`src/rtl/core/terrain_quad_hull_offsets_unit_macros.svh`:
```
// Assertion helpers shared by the terrain quad hull offsets RTL.
// Each check is written against the rising edge of the given clock and is
// switched off while the given active-low reset is asserted.
`ifndef TERRAIN_QUAD_HULL_OFFSETS_UNIT_MACROS_SVH
`define TERRAIN_QUAD_HULL_OFFSETS_UNIT_MACROS_SVH

`ifndef ASSERT_OFF
// Same-cycle implication: whenever pre holds, post must hold too.
`define ASSERT_IMPL(lbl, clk, rstn, pre, post) \
    lbl: assert property (@(posedge clk) disable iff (!rstn) (pre) |-> (post)) \
        else $error("same-cycle check failed");
// Next-cycle implication: whenever pre holds, post must hold in the next cycle.
`define ASSERT_NEXT(lbl, clk, rstn, pre, post) \
    lbl: assert property (@(posedge clk) disable iff (!rstn) (pre) |=> (post)) \
        else $error("next-cycle check failed");
`else
`define ASSERT_IMPL(lbl, clk, rstn, pre, post)
`define ASSERT_NEXT(lbl, clk, rstn, pre, post)
`endif

`endif

```
`src/rtl/core/tqho_pkg.sv`:
```
`timescale 1ns / 1ps
`default_nettype none

package tqho_pkg;

    // Opcode carried in the input tuser.
    localparam int OP_W = 2;

    typedef enum logic [OP_W-1:0] {
        OP_SAMPLE = 2'd0,
        OP_REPORT = 2'd1,
        OP_CLEAR  = 2'd2
    } op_t;

    // Configuration register indexes.
    localparam int CFG_INDEX_W = 3;
    localparam logic [CFG_INDEX_W-1:0] REG_CORNER_BL = 3'd0;
    localparam logic [CFG_INDEX_W-1:0] REG_CORNER_BR = 3'd1;
    localparam logic [CFG_INDEX_W-1:0] REG_CORNER_TL = 3'd2;
    localparam logic [CFG_INDEX_W-1:0] REG_CORNER_TR = 3'd3;
    localparam logic [CFG_INDEX_W-1:0] REG_DIAG      = 3'd4;

    // Positions of the corners in the packed corner arrays.
    localparam int CB_BL = 0;
    localparam int CB_BR = 1;
    localparam int CB_TL = 2;
    localparam int CB_TR = 3;

    // Decoupling queue between front and back.
    localparam int QUEUE_DEPTH = 4;
    localparam int QPTR_W      = $clog2(QUEUE_DEPTH);
    localparam int QCNT_W      = $clog2(QUEUE_DEPTH + 1);

    // Control part of one queued word.
    typedef struct packed {
        op_t  op;
        logic in_first;
    } tqho_ctl_t;

    // Queue fill status.
    typedef struct packed {
        logic [QCNT_W-1:0] count;
        logic              full;
        logic              empty;
    } tqho_qstat_t;

endpackage

`default_nettype wire

```
`src/rtl/core/tqho_queue.sv`:
```
`timescale 1ns / 1ps
`default_nettype none

module tqho_queue #(
    parameter int W = 32
) (
    input  wire logic                  aclk,
    input  wire logic                  aresetn,
    input  wire logic                  in_valid,
    output logic                       in_ready,
    input  wire logic [W-1:0]          in_data,
    output logic                       out_valid,
    input  wire logic                  out_ready,
    output logic [W-1:0]               out_data,
    output tqho_pkg::tqho_qstat_t      stat
);
    import tqho_pkg::*;

    logic [W-1:0]      mem_reg [QUEUE_DEPTH];
    logic [QPTR_W-1:0] wr_ptr_reg, wr_ptr_next;
    logic [QPTR_W-1:0] rd_ptr_reg, rd_ptr_next;
    logic [QCNT_W-1:0] count_reg, count_next;
    logic              push, pop;

    assign stat.count = count_reg;
    assign stat.full  = (count_reg == QCNT_W'(QUEUE_DEPTH));
    assign stat.empty = (count_reg == '0);

    assign in_ready  = !stat.full;
    assign out_valid = !stat.empty;
    assign out_data  = mem_reg[rd_ptr_reg];

    assign push = in_valid && !stat.full;
    assign pop  = out_ready && !stat.empty;

    always_comb begin
        wr_ptr_next = wr_ptr_reg;
        rd_ptr_next = rd_ptr_reg;
        count_next  = count_reg;
        if (push) begin
            wr_ptr_next = (wr_ptr_reg == QPTR_W'(QUEUE_DEPTH - 1)) ? '0 : wr_ptr_reg + 1'b1;
        end
        if (pop) begin
            rd_ptr_next = (rd_ptr_reg == QPTR_W'(QUEUE_DEPTH - 1)) ? '0 : rd_ptr_reg + 1'b1;
        end
        if (push && !pop) begin
            count_next = count_reg + 1'b1;
        end else if (pop && !push) begin
            count_next = count_reg - 1'b1;
        end
    end

    always_ff @(posedge aclk) begin
        if (!aresetn) begin
            wr_ptr_reg <= '0;
            rd_ptr_reg <= '0;
            count_reg  <= '0;
        end else begin
            wr_ptr_reg <= wr_ptr_next;
            rd_ptr_reg <= rd_ptr_next;
            count_reg  <= count_next;
        end
    end

    always_ff @(posedge aclk) begin
        if (push) begin
            mem_reg[wr_ptr_reg] <= in_data;
        end
    end

endmodule

`default_nettype wire

```
`src/rtl/core/tqho_front.sv`:
```
`timescale 1ns / 1ps
`default_nettype none

module tqho_front #(
    parameter int HEIGHT_BITS   = 24,
    parameter int POS_FRAC_BITS = 16,
    parameter int IN_DW         = 64
) (
    input  wire logic                               aclk,
    input  wire logic                               aresetn,
    input  wire logic                               s_tvalid,
    output logic                                    s_tready,
    input  wire logic [IN_DW-1:0]                   s_tdata,
    input  wire logic [tqho_pkg::OP_W-1:0]          s_tuser,
    input  wire logic [3:0][HEIGHT_BITS-1:0]        corners,
    input  wire logic                               sense,
    output logic                                    q_in_valid,
    input  wire logic                               q_in_ready,
    output tqho_pkg::tqho_ctl_t                     q_in_ctl,
    output logic [HEIGHT_BITS-1:0]                  q_in_diff
);
    import tqho_pkg::*;

    localparam int H  = HEIGHT_BITS;
    localparam int P  = POS_FRAC_BITS;
    localparam int PW = H + P + 3;
    localparam int TW = PW - P;
    localparam int DW = H + 5;

    localparam logic [P:0]             POS_ONE  = {1'b1, {P{1'b0}}};
    localparam logic signed [PW-1:0]   HALF_LSB = {{(PW-P){1'b0}}, 1'b1, {(P-1){1'b0}}};
    localparam logic signed [H-1:0]    H_MAX    = {1'b0, {(H-1){1'b1}}};
    localparam logic signed [H-1:0]    H_MIN    = {1'b1, {(H-1){1'b0}}};

    logic en;

    // Stage 1: clamped position, triangle choice, corner deltas and weights.
    logic [P:0]            x_raw, z_raw, x, z, ix, iz;
    logic signed [H-1:0]   sample;
    logic [H-1:0]          base, c1, c2;
    logic [P:0]            w1, w2;
    logic                  first;
    logic                  v1_reg, v1_next;
    tqho_ctl_t             ctl1_reg, ctl1_next;
    logic signed [H-1:0]   base1_reg, base1_next;
    logic signed [H-1:0]   smp1_reg, smp1_next;
    logic signed [H:0]     d1_reg, d1_next, d2_reg, d2_next;
    logic [P:0]            w1_reg, w1_next, w2_reg, w2_next;

    // Stage 2: products and the sample-minus-base term.
    logic                  v2_reg;
    tqho_ctl_t             ctl2_reg;
    logic signed [PW-1:0]  p1_reg, p1_next, p2_reg, p2_next;
    logic signed [H:0]     sb2_reg, sb2_next;

    // Stage 3: rounded interpolation terms.
    logic                  v3_reg;
    tqho_ctl_t             ctl3_reg;
    logic signed [PW-1:0]  r1, r2;
    logic signed [TW-1:0]  t1_reg, t1_next, t2_reg, t2_next;
    logic signed [H:0]     sb3_reg;

    // Stage 4: saturated difference.
    logic                  v4_reg;
    tqho_ctl_t             ctl4_reg;
    logic signed [DW-1:0]  dsum;
    logic [DW-H:0]         dtop;
    logic signed [H-1:0]   diff4_reg, diff4_next;

    // The whole front advances together; it holds only when its last stage
    // has a word the queue cannot take.
    assign en       = !v4_reg || q_in_ready;
    assign s_tready = en;

    always_comb begin
        x_raw  = s_tdata[P:0];
        z_raw  = s_tdata[2*P+1:P+1];
        sample = s_tdata[2*P+H+1:2*P+2];
        x      = (x_raw > POS_ONE) ? POS_ONE : x_raw;
        z      = (z_raw > POS_ONE) ? POS_ONE : z_raw;
        ix     = POS_ONE - x;
        iz     = POS_ONE - z;
        first  = sense ? (ix > z) : (x > z);

        if (sense && first) begin
            base = corners[CB_BL]; c1 = corners[CB_BR]; w1 = x;  c2 = corners[CB_TL]; w2 = z;
        end else if (sense) begin
            base = corners[CB_TR]; c1 = corners[CB_TL]; w1 = ix; c2 = corners[CB_BR]; w2 = iz;
        end else if (first) begin
            base = corners[CB_BR]; c1 = corners[CB_BL]; w1 = ix; c2 = corners[CB_TR]; w2 = z;
        end else begin
            base = corners[CB_TL]; c1 = corners[CB_TR]; w1 = x;  c2 = corners[CB_BL]; w2 = iz;
        end

        v1_next           = s_tvalid && (s_tuser inside {OP_SAMPLE, OP_REPORT, OP_CLEAR});
        ctl1_next.op      = op_t'(s_tuser);
        ctl1_next.in_first = first;
        base1_next        = base;
        smp1_next         = sample;
        d1_next           = {c1[H-1], c1} - {base[H-1], base};
        d2_next           = {c2[H-1], c2} - {base[H-1], base};
        w1_next           = w1;
        w2_next           = w2;
    end

    always_comb begin
        p1_next  = d1_reg * $signed({1'b0, w1_reg});
        p2_next  = d2_reg * $signed({1'b0, w2_reg});
        sb2_next = {smp1_reg[H-1], smp1_reg} - {base1_reg[H-1], base1_reg};
    end

    // Round to nearest, ties toward plus infinity.
    always_comb begin
        r1      = p1_reg + HALF_LSB;
        r2      = p2_reg + HALF_LSB;
        t1_next = r1[PW-1:P];
        t2_next = r2[PW-1:P];
    end

    always_comb begin
        dsum = DW'(sb3_reg) - DW'(t1_reg) - DW'(t2_reg);
        dtop = dsum[DW-1:H-1];
        if ((&dtop) || !(|dtop)) begin
            diff4_next = dsum[H-1:0];
        end else begin
            diff4_next = dsum[DW-1] ? H_MIN : H_MAX;
        end
    end

    always_ff @(posedge aclk) begin
        if (!aresetn) begin
            v1_reg <= 1'b0;
            v2_reg <= 1'b0;
            v3_reg <= 1'b0;
            v4_reg <= 1'b0;
        end else if (en) begin
            v1_reg <= v1_next;
            v2_reg <= v1_reg;
            v3_reg <= v2_reg;
            v4_reg <= v3_reg;
        end
    end

    always_ff @(posedge aclk) begin
        if (en) begin
            ctl1_reg  <= ctl1_next;
            base1_reg <= base1_next;
            smp1_reg  <= smp1_next;
            d1_reg    <= d1_next;
            d2_reg    <= d2_next;
            w1_reg    <= w1_next;
            w2_reg    <= w2_next;
            ctl2_reg  <= ctl1_reg;
            p1_reg    <= p1_next;
            p2_reg    <= p2_next;
            sb2_reg   <= sb2_next;
            ctl3_reg  <= ctl2_reg;
            t1_reg    <= t1_next;
            t2_reg    <= t2_next;
            sb3_reg   <= sb2_reg;
            ctl4_reg  <= ctl3_reg;
            diff4_reg <= diff4_next;
        end
    end

    assign q_in_valid = v4_reg;
    assign q_in_ctl   = ctl4_reg;
    assign q_in_diff  = diff4_reg;

endmodule

`default_nettype wire

```
`src/rtl/core/tqho_back.sv`:
```
`timescale 1ns / 1ps
`default_nettype none

module tqho_back #(
    parameter int HEIGHT_BITS = 24
) (
    input  wire logic                         aclk,
    input  wire logic                         aresetn,
    input  wire logic                         q_valid,
    input  wire tqho_pkg::tqho_ctl_t          q_ctl,
    input  wire logic [HEIGHT_BITS-1:0]       q_diff,
    output logic                              q_pop,
    input  wire logic [3:0][HEIGHT_BITS-1:0]  corners,
    input  wire logic                         sense,
    output logic                              m_tvalid,
    input  wire logic                         m_tready,
    output logic [8*HEIGHT_BITS-1:0]          m_tdata
);
    import tqho_pkg::*;

    localparam int H = HEIGHT_BITS;
    localparam logic signed [H-1:0] H_MAX = {1'b0, {(H-1){1'b1}}};
    localparam logic signed [H-1:0] H_MIN = {1'b1, {(H-1){1'b0}}};

    logic signed [H-1:0]  lo1_reg, lo1_next, lo2_reg, lo2_next;
    logic signed [H-1:0]  hi1_reg, hi1_next, hi2_reg, hi2_next;
    logic                 m_tvalid_reg, m_tvalid_next;
    logic [8*H-1:0]       m_tdata_reg, m_tdata_next;
    logic signed [H-1:0]  diff, lo, hi;
    logic [3:0][H-1:0]    occ, vis;

    function automatic logic [H-1:0] sat_add(input logic [H-1:0] c, input logic [H-1:0] a);
        logic [H:0] s;
        s = {c[H-1], c} + {a[H-1], a};
        if (s[H] != s[H-1]) begin
            sat_add = s[H] ? H_MIN : H_MAX;
        end else begin
            sat_add = s[H-1:0];
        end
    endfunction

    // a goes to the corner of the first triangle, b to that of the second,
    // c to both corners on the diagonal.
    function automatic logic [3:0][H-1:0] corner_set(input logic sns, input logic [H-1:0] a,
                                                    input logic [H-1:0] b,
                                                    input logic [H-1:0] c);
        logic [3:0][H-1:0] o;
        if (sns) begin
            o[CB_BL] = sat_add(corners[CB_BL], a);
            o[CB_TR] = sat_add(corners[CB_TR], b);
            o[CB_TL] = sat_add(corners[CB_TL], c);
            o[CB_BR] = sat_add(corners[CB_BR], c);
        end else begin
            o[CB_BR] = sat_add(corners[CB_BR], a);
            o[CB_TL] = sat_add(corners[CB_TL], b);
            o[CB_TR] = sat_add(corners[CB_TR], c);
            o[CB_BL] = sat_add(corners[CB_BL], c);
        end
        corner_set = o;
    endfunction

    // Samples and clears never wait; a report waits for the output register.
    assign q_pop = q_valid && ((q_ctl.op != OP_REPORT) || !m_tvalid_reg || m_tready);
    assign diff  = q_diff;

    always_comb begin
        lo  = (lo1_reg < lo2_reg) ? lo1_reg : lo2_reg;
        hi  = (hi1_reg > hi2_reg) ? hi1_reg : hi2_reg;
        occ = corner_set(sense, lo1_reg, lo2_reg, lo);
        vis = corner_set(sense, hi1_reg, hi2_reg, hi);
    end

    always_comb begin
        lo1_next      = lo1_reg;
        lo2_next      = lo2_reg;
        hi1_next      = hi1_reg;
        hi2_next      = hi2_reg;
        m_tvalid_next = m_tvalid_reg && !m_tready;
        m_tdata_next  = m_tdata_reg;
        if (q_pop) begin
            case (q_ctl.op)
                OP_SAMPLE: begin
                    if (q_ctl.in_first) begin
                        if (diff > hi1_reg) hi1_next = diff;
                        if (diff < lo1_reg) lo1_next = diff;
                    end else begin
                        if (diff > hi2_reg) hi2_next = diff;
                        if (diff < lo2_reg) lo2_next = diff;
                    end
                end
                OP_REPORT: begin
                    m_tvalid_next = 1'b1;
                    m_tdata_next  = {vis, occ};
                end
                OP_CLEAR: begin
                    lo1_next = '0;
                    lo2_next = '0;
                    hi1_next = '0;
                    hi2_next = '0;
                end
                default: begin
                end
            endcase
        end
    end

    always_ff @(posedge aclk) begin
        if (!aresetn) begin
            lo1_reg      <= '0;
            lo2_reg      <= '0;
            hi1_reg      <= '0;
            hi2_reg      <= '0;
            m_tvalid_reg <= 1'b0;
        end else begin
            lo1_reg      <= lo1_next;
            lo2_reg      <= lo2_next;
            hi1_reg      <= hi1_next;
            hi2_reg      <= hi2_next;
            m_tvalid_reg <= m_tvalid_next;
        end
    end

    always_ff @(posedge aclk) begin
        m_tdata_reg <= m_tdata_next;
    end

    assign m_tvalid = m_tvalid_reg;
    assign m_tdata  = m_tdata_reg;

endmodule

`default_nettype wire

```
`src/rtl/core/terrain_quad_hull_offsets_unit.sv`:
```
// Channel   Dir  Handshake           Payload
// s_        in   s_tvalid/s_tready   tuser: opcode; tdata: pos_x, pos_z, sample_height
// m_        out  m_tvalid/m_tready   tdata: occ corners BL,BR,TL,TR then vis corners
// cfg_      in   cfg_we              cfg_addr selects the register, cfg_wdata holds it
//
// One input word is taken every clock cycle while the front is not held; words pass
// the four-stage front (select, multiply, round, saturate) on their way to the queue.
// A report word passes the front stages, the queue and the output register before it reaches m_tdata.
// Reset is synchronous on aresetn low and needs no clearing pass.
// s_tready drops only while the four-word queue is full and the front's
// last stage holds a word; the back stalls only on a report while a result waits and m_tready is low.
`timescale 1ns / 1ps
`default_nettype none
`include "terrain_quad_hull_offsets_unit_macros.svh"

module terrain_quad_hull_offsets_unit #(
    parameter int HEIGHT_BITS   = 24,
    parameter int POS_FRAC_BITS = 16
) (
    input  wire logic                                   aclk,
    input  wire logic                                   aresetn,
    // Input words.
    input  wire logic                                   s_tvalid,
    output logic                                        s_tready,
    // Bits from the lowest up: pos_x, pos_z, sample_height, zero padding.
    input  wire logic [((2*(POS_FRAC_BITS+1)+HEIGHT_BITS+7)/8)*8-1:0] s_tdata,
    // Bits from the lowest up: opcode.
    input  wire logic [tqho_pkg::OP_W-1:0]              s_tuser,
    // Result words.
    output logic                                        m_tvalid,
    input  wire logic                                   m_tready,
    // Bits from the lowest up: occ_bottom_left, occ_bottom_right, occ_top_left,
    // occ_top_right, vis_bottom_left, vis_bottom_right, vis_top_left, vis_top_right.
    output logic [8*HEIGHT_BITS-1:0]                    m_tdata,
    // Configuration writes.
    input  wire logic                                   cfg_we,
    input  wire logic [tqho_pkg::CFG_INDEX_W-1:0]       cfg_addr,
    input  wire logic [HEIGHT_BITS-1:0]                 cfg_wdata
);
    import tqho_pkg::*;

    localparam int H     = HEIGHT_BITS;
    localparam int IN_DW = ((2*(POS_FRAC_BITS+1)+HEIGHT_BITS+7)/8)*8;
    localparam int QW    = $bits(tqho_ctl_t) + HEIGHT_BITS;

    // Quad configuration. The user must write these only while the block is idle;
    // the block does not enforce this, and both halves read these registers directly.
    logic [3:0][H-1:0] corners_reg, corners_next;
    logic              sense_reg, sense_next;

    logic              q_in_valid, q_in_ready;
    tqho_ctl_t         q_in_ctl;
    logic [H-1:0]      q_in_diff;
    logic              q_out_valid, q_pop;
    logic [QW-1:0]     q_out_data;
    tqho_ctl_t         q_out_ctl;
    logic [H-1:0]      q_out_diff;
    tqho_qstat_t       q_stat;

    always_comb begin
        corners_next = corners_reg;
        sense_next   = sense_reg;
        if (cfg_we) begin
            case (cfg_addr)
                REG_CORNER_BL: corners_next[CB_BL] = cfg_wdata;
                REG_CORNER_BR: corners_next[CB_BR] = cfg_wdata;
                REG_CORNER_TL: corners_next[CB_TL] = cfg_wdata;
                REG_CORNER_TR: corners_next[CB_TR] = cfg_wdata;
                REG_DIAG:      sense_next          = cfg_wdata[0];
                default: begin
                end
            endcase
        end
    end

    always_ff @(posedge aclk) begin
        if (!aresetn) begin
            corners_reg <= '0;
            sense_reg   <= 1'b0;
        end else begin
            corners_reg <= corners_next;
            sense_reg   <= sense_next;
        end
    end

    // The front classifies each word, picks its triangle and computes the
    // saturated height difference; words with no meaning are dropped there.
    tqho_front #(
        .HEIGHT_BITS   (HEIGHT_BITS),
        .POS_FRAC_BITS (POS_FRAC_BITS),
        .IN_DW         (IN_DW)
    ) u_front (
        .aclk       (aclk),
        .aresetn    (aresetn),
        .s_tvalid   (s_tvalid),
        .s_tready   (s_tready),
        .s_tdata    (s_tdata),
        .s_tuser    (s_tuser),
        .corners    (corners_reg),
        .sense      (sense_reg),
        .q_in_valid (q_in_valid),
        .q_in_ready (q_in_ready),
        .q_in_ctl   (q_in_ctl),
        .q_in_diff  (q_in_diff)
    );

    // The queue keeps sample, clear and report words in order so that the
    // front keeps streaming while a report waits on the output.
    tqho_queue #(
        .W (QW)
    ) u_queue (
        .aclk      (aclk),
        .aresetn   (aresetn),
        .in_valid  (q_in_valid),
        .in_ready  (q_in_ready),
        .in_data   ({q_in_ctl, q_in_diff}),
        .out_valid (q_out_valid),
        .out_ready (q_pop),
        .out_data  (q_out_data),
        .stat      (q_stat)
    );

    assign q_out_ctl  = tqho_ctl_t'(q_out_data[QW-1:H]);
    assign q_out_diff = q_out_data[H-1:0];

    // The back owns the four running extremes and the output register.
    tqho_back #(
        .HEIGHT_BITS (HEIGHT_BITS)
    ) u_back (
        .aclk     (aclk),
        .aresetn  (aresetn),
        .q_valid  (q_out_valid),
        .q_ctl    (q_out_ctl),
        .q_diff   (q_out_diff),
        .q_pop    (q_pop),
        .corners  (corners_reg),
        .sense    (sense_reg),
        .m_tvalid (m_tvalid),
        .m_tready (m_tready),
        .m_tdata  (m_tdata)
    );

    // The queue never holds more words than it has room for.
    `ASSERT_IMPL(a_queue_bound, aclk, aresetn, 1'b1, q_stat.count <= QCNT_W'(QUEUE_DEPTH))
    // The input side stalls only because the queue is full.
    `ASSERT_IMPL(a_stall_cause, aclk, aresetn, !s_tready, q_stat.full)
    // A report taken from the queue shows up on the output in the next cycle.
    `ASSERT_NEXT(a_report_out, aclk, aresetn, q_pop && (q_out_ctl.op == OP_REPORT), m_tvalid)
    // A waiting result is never overwritten by the next report.
    `ASSERT_IMPL(a_no_overwrite, aclk, aresetn, m_tvalid && !m_tready,
                 !(q_pop && (q_out_ctl.op == OP_REPORT)))

endmodule

`default_nettype wire
```
`config.mk`:
```
export PLATFORM = sky130hd
export DESIGN_NAME = terrain_quad_hull_offsets_unit
export DESIGN_NICKNAME = d
export VERILOG_FILES = /design/src/rtl/core/tqho_pkg.sv /design/src/rtl/core/tqho_queue.sv /design/src/rtl/core/tqho_front.sv /design/src/rtl/core/tqho_back.sv /design/src/rtl/core/terrain_quad_hull_offsets_unit.sv
export VERILOG_INCLUDE_DIRS = /design/src /design/src/rtl/core
export SDC_FILE = /design/constraint.sdc
export NUM_CORES = 2
export LEC_CHECK = 0
export BUFFER_PORTS_ARGS = -buffer_cell sky130_fd_sc_hd__buf_4
export CORE_MARGIN = 4
export CORE_UTILIZATION = 50
export DETAILED_ROUTE_END_ITERATION = 8
export GPL_ROUTABILITY_DRIVEN = 0
export PLACE_DENSITY = 0.66
export SYNTH_ARGS = -nofsm -noshare
export SYNTH_HDL_FRONTEND = slang
export SYNTH_SLANG_ARGS = --single-unit
```
`constraint.sdc`:
```
create_clock -name aclk -period 33.7 [get_ports aclk]
set_input_delay 6.74 -clock aclk [delete_from_list [all_inputs] [get_ports aclk]]
set_output_delay 6.74 -clock aclk [all_outputs]
set_load 0.005 [all_outputs]
```
Word level (Yosys, flattened, before mapping)
Memory sizes are Yosys's and may differ from the RTL's. A register that Yosys moved wholly into a read port is not among the register bits.
Cells that the tools add are included.

storage, ports and cells
  word-level logic and storage cells = 232
  bits in registers = 755
  memories = 1
  bits in writable memories = 108

operators by class
  $add $sub $neg = 29
  magnitude comparators = 10
  multipliers = 2
  muxes and demuxes = 78
  reduce and logical (&&, ||, !) cells = 39
  equal/unequal tests = 34

memories
  memory           depth  bits a word  read ports  clocked after memory_dff  wr ports  RTL line          source
  u_queue.mem_reg  4      27           1           1                         1         tqho_queue.sv:19  logic [W-1:0] mem_reg [QUEUE_DEPTH];

operators by type and width
  cell                      count
  $mux W24                  53
  $add A24 B24 Y25          16
  $mux W96                  2
  $pmux W24 S2              4
  $mux W17                  8
  $add A43 B17 Y43 const B  2
  $mul A25 B18 Y43          2
  $sub A24 B24 Y25          3
  $gt A24 B24 Y1            3
  $lt A24 B24 Y1            3
  $gt A17 B17 Y1            2
  $gt A17 B17 Y1 const B    2
  $sub A17 B17 Y17 const A  2
  $sub A28 B27 Y29          1
  $sub A25 B27 Y28          1
  $ne A1 B1 Y1              16
  $reduce_and A4 Y1         4
  $reduce_and A2 Y1         6
  $ne A2 B1 Y1 const B      5
  $eq A2 B2 Y1 const B      4
  $logic_and A1 B1 Y1       8
  $logic_not A1 Y1          8
  $mux W2                   4
  $eq A3 B2 Y1 const B      2
  16 further kinds          31

Depth between registers and ports, before layout
  word-level depth = 9
  gate-level depth with buffers = 34

Hierarchy
Synthesis repeated with hierarchy kept, for this count alone.

unflattened totals
  cell total of the unflattened synthesis = 9756
  area total of the unflattened synthesis = 92505.0 sq um

by module, submodules not included
  module                          area an instance (sq um)  sequential area each (sq um)  cells an instance  times used
  tqho_front                      49557.5                   9929.5                        5091               1
  tqho_back                       34917.2                   7707.4                        4126               1
  tqho_queue                      4390.5                    3423.3                        194                1
  terrain_quad_hull_offsets_unit  3639.7                    1941.9                        345                1

Worst setup path after synthesis
No wires, ideal clock.

  path kind = input to register
  start = in m_tready
  end = reg u_back.m_tdata_reg[0], in the netlist u_back.m_tdata[0] (enable)
  arrival time = 14.960 ns
  setup slack = 17.992 ns
  cell stages on the path = 3
  data required time = 32.952 ns
  cell sequence = nand2b_1 > o21bai_1 > nor2_1

on the way
  cells in the longest elaborated chain, start to end = 3

RTL lines
  what                                RTL line                              source
  start, declared                     terrain_quad_hull_offsets_unit.sv:31  input wire logic m_tready,
  $logic_or A1 B1 Y1                  tqho_back.sv:63                       assign q_pop = q_valid && ((q_ctl.op != OP_REPORT) || !m_tvalid_reg || m_tready);
  $logic_and A1 B1 Y1                 tqho_back.sv:63
  $reduce_and A2 Y1 (no source line)  -
  end signal, assigned                tqho_back.sv:124                      m_tdata_reg <= m_tdata_next;
  end, declared                       tqho_back.sv:28                       logic [8*H-1:0] m_tdata_reg, m_tdata_next;

Every way passes these cells.
A chain may end at the register's enable or synchronous reset.

Worst setup path in the final report
  start = in s_tdata[0]
  end = reg u_front.d1_reg[22] (data pin)

on the way
  cells in the longest elaborated chain, start to end = 9
  elaborated cells between the ends (all ways) = 14

RTL lines
  what                     RTL line                              source
  start, declared          terrain_quad_hull_offsets_unit.sv:26  input wire logic [((2*(POS_FRAC_BITS+1)+HEIGHT_BITS+7)/8)*8-1:0] s_tdata,
  $gt A17 B17 Y1           tqho_front.sv:79                      x = (x_raw > POS_ONE) ? POS_ONE : x_raw;
  $mux W17 *               tqho_front.sv:79
  $sub A17 B17 Y17         tqho_front.sv:81                      ix = POS_ONE - x;
  $gt A17 B17 Y1           tqho_front.sv:83                      first = sense ? (ix > z) : (x > z);
  $mux W1 *                tqho_front.sv:83
  $mux W24                 tqho_front.sv:89                      end else if (first) begin
  $mux W24                 tqho_front.sv:87                      end else if (sense) begin
  $mux W24 *               tqho_front.sv:85                      if (sense && first) begin
  net u_front.base[0]      tqho_front.sv:40                      logic [H-1:0] base, c1, c2;
  $sub A24 B24 Y25 *       tqho_front.sv:100                     d1_next = {c1[H-1], c1} - {base[H-1], base};
  net u_front.d1_next[22]  tqho_front.sv:47                      logic signed [H:0] d1_reg, d1_next, d2_reg, d2_next;
  end signal, assigned     tqho_front.sv:149                     d1_reg <= d1_next;
  end, declared            tqho_front.sv:47

Mark *: on every way through the listed nets, which the timed path passes. The rest lies on a longest branch.

==> impl_results.md <==
* Final Hold Viols at 0
* Setup crit start kind: primary input
* Worst path required time at around 34 ns
* Synth cell types at 88
* Yosys reg bits at roughly 840
* Chip height at roughly 430 um
* Worst hold margin at between 0.4 and 0.5 ns
* Worst hold path endpoint: u_front.sb3_reg[17]$_DFFE_PP_
* Number of flops mapped to enable cells by yosys at approximately 630
* Worst R2R End: u_back.m_tdata[121]$_DFFE_PP_
* Core ar. at 181,000 um^2
* # Post-CTS Setup Buffers at 0
* Tcrit/Tclk final at 45.0%
* Post-synth top cells: inv_1 (1,223), nand2_1 (1,207), ha_1 (896), fa_1 (875), edfxtp_1 (628)
* Initial drt markers at around 7.8k
* Vias in the first global route at roughly 74k
* Tmin final at roughly 15 ns
* CP endpoint kind: flip-flop
* Share of layout cells above drive strength 1 at under 10%
* Wire per inst at between 20 and 30 um
* Fillers at between 15k and 20k
* Slew Viols, Final at 11
* Post-DP HPWL at 239,000 um
* Hold Crit Start: u_front.sb2_reg[17]$_DFFE_PP_
* DIE AREA at about 190,000 um^2
* Critical Path Fanout Max at 48
* Ranking of synthesized cells by area: edfxtp_1 (21%), fa_1 (19%), ha_1 (12%)
* Count leader, synth: inv_1
* Area share of the largest cell type after synthesis at a little over 20%
* Setup_tns at 0 ns
* DR WL met2 at 130,000 um
* Input/output buffers at 285
* Main synth FF type: edfxtp_1
* Sequential share of the synthesized area at approximately a quarter
* TritonCTS clock tree: built
* First-pass GRT wire length at 460,000 um
* Synthesized Nets at 11.6k
* Total wire length at between 300,000 and 400,000 um
* Placement Rows at between 150 and 200
* H-tree Lvls at 3
* Critical Path AT at 15.78 ns
* DRT antenna net count at 0
* Maximum clock frequency at around 66 MHz
* Failing checks: capacitance limit, slew limit
* Initial Util at between 50% and 60%
* Max Cap Viol at 3
* Final setup vio count at 0
* IO Count at 292
* Max reg flops at between 150 and 200
* Worst-Skew Late Latency at approximately 0.79 ns
* Largest net degree at the start of global routing at between 100 and 150
* Ys Warns at 0
* GR Util All Layers at around a third
* R2r worst-path depth at 30
* WL met1 at around 120,000 um
* Rel. slew slack at -10.1%
* Worst-path clk slew at 0.06 ns
* RSZ-0062 raised after global routing: false
* CTS max path bufs at 3
* WS Path Type: primary input to flip-flop
* Root buf cell: clkbuf_16
* Highest routed layer: met5
* Hold Path Cell Cnt at 0
* Number of antenna violations at the first check in global routing at 20
* Hold_buf cts at 0
* Synth async-reset ratio at 0%
* Initial DRT Pass Iterations at 8
* Status: complete, but fails checks
* TritonCTS Buffers at 94
* Die X at 435 um
* Vias at between 70k and 80k
* Syn avg cell area at around 9.3 um^2
* # DRC at 0
* Measured slew at the worst slew-check pin at 1.61 ns
* Synthesis-to-layout area growth at 9.39%
* Clock Sinks at about 840
* Most common cell on crit path: a21o_1
* Synthesized cell area at roughly 91,000 um^2
* CP max-delay cell: o41ai_2
* Worst hold path type: flip-flop to flip-flop
* R2R Setup Slk at between 20 and 25 ns
* Setup Skew at between 0.07 and 0.08 ns
* # resized after CTS at 0
* DR WL met3 at about 33,000 um
* Cell count after synthesis at 9,746
* Slowest stage delay, CP at approximately 0.77 ns
* Final net count at about 12k
* Worst R2R Start: u_back.hi2_reg[1]$_SDFFE_PN0P_
* GR Overflow Total at 0
* Via density per instance at approximately 6.1
* Largest area contributor in the netlist: edfxtp_1
metrics by stage:
stage | instances | util [%] | worst slack (ns) | instance area [um^2]
global route | 12400 | 55.0 | 17.98 | 99500
finish | 12400 | 55.0 | 18.54 | 99500
detailed placement | 12200 | 53.2 | 17.95 | 96100
CTS | 12400 | 55.0 | 18.73 | 99500
floorplan | 9746 | - | 17.99 | 91000
global placement | 12200 | 53.2 | 18.07 | 96100
metal layers:
layer / GRT usage (%) / vias up
li1: - / 33600
met1: 41.9 / 36700
met2: 48.1 / 3922
met3: 7.48 / 997
met4: 24.9 / 8
met5: 0 / -
layout by cell type (no fill, tap or decap), drive strengths merged, types with 58 or more instances in the layout:
cell / netlist / layout
xnor2: 346 / 346
and3: 74 / 74
o22ai: 63 / 63
o21a: 147 / 147
a21oi: 581 / 581
nand2b: 102 / 102
dfxtp: 207 / 207
clkbuf: 309 / 115
fa: 875 / 875
a21boi: 115 / 115
inv: 1223 / 1231
nor3: 133 / 133
ha: 896 / 896
nand4: 58 / 58
a21o: 224 / 224
nor2b: 94 / 94
buf: 18 / 439
nor2: 505 / 505
mux2i: 146 / 146
o31ai: 69 / 69
a211oi: 63 / 63
o22a: 79 / 79
xor2: 171 / 171
nand3: 161 / 161
a31oi: 63 / 63
o21ai: 308 / 308
nand2: 1207 / 1207
o21bai: 60 / 60
edfxtp: 628 / 628
and2: 376 / 376
worst max-delay path by stage:
stage	start	endpoint	slack [ns]	depth (start not counted)
floorplan	m_tready	u_back.m_tdata[0]$_DFFE_PP_	17.99	3
global placement	s_tdata[0]	u_front.d1_reg[22]$_DFFE_PP_	18.07	32
detailed placement	s_tdata[0]	u_front.d1_reg[22]$_DFFE_PP_	17.95	29
CTS	s_tdata[0]	u_front.d1_reg[22]$_DFFE_PP_	18.73	29
global route	s_tdata[0]	u_front.d1_reg[22]$_DFFE_PP_	17.98	29
finish	s_tdata[0]	u_front.d1_reg[22]$_DFFE_PP_	18.54	32
cell type report:
type                       instances  area, um^2  share of cell area [%]
sequential                       835       23000                    23.1
clock buffer                     115        2490                    2.51
multi-input combinational       7360       62200                    62.6
tap                             2370        2970                    2.98
antenna                           16        40.0                  0.0402
timing repair buffer             439        3300                    3.31
inverter                        1224        4600                    4.63
clock inverter                    62         850                   0.854
kinds of logic (layout without fill, tap and decap cells):
logic type               Yosys count  count (layout)  synth area share [%]
AND/OR/NAND/NOR                 2875            2875                  14.8
adder cells (fa/ha/maj)         1774            1774                  31.6
multiplexers                     178             178                  2.34
XOR/XNOR                         517             517                  4.98
buffers and inverters           1551            1840                  6.43
other                              0              16                     0
flip-flops                       835             835                  25.3
AO/OA/AOI/OAI                   2016            2016                  14.5
worst max-delay path: cells and delay by family:
kind | cells | cell delay [ns]
AO/OA/AOI/OAI | 17 | 4.76
adder cells (fa/ha/maj) | 3 | 0.96
buffers and inverters | 6 | 1.20
AND/OR/NAND/NOR | 6 | 2.10
Power is not shown: default switching activity piles up to over one toggle a cycle in this logic, so the estimate is an artifact.
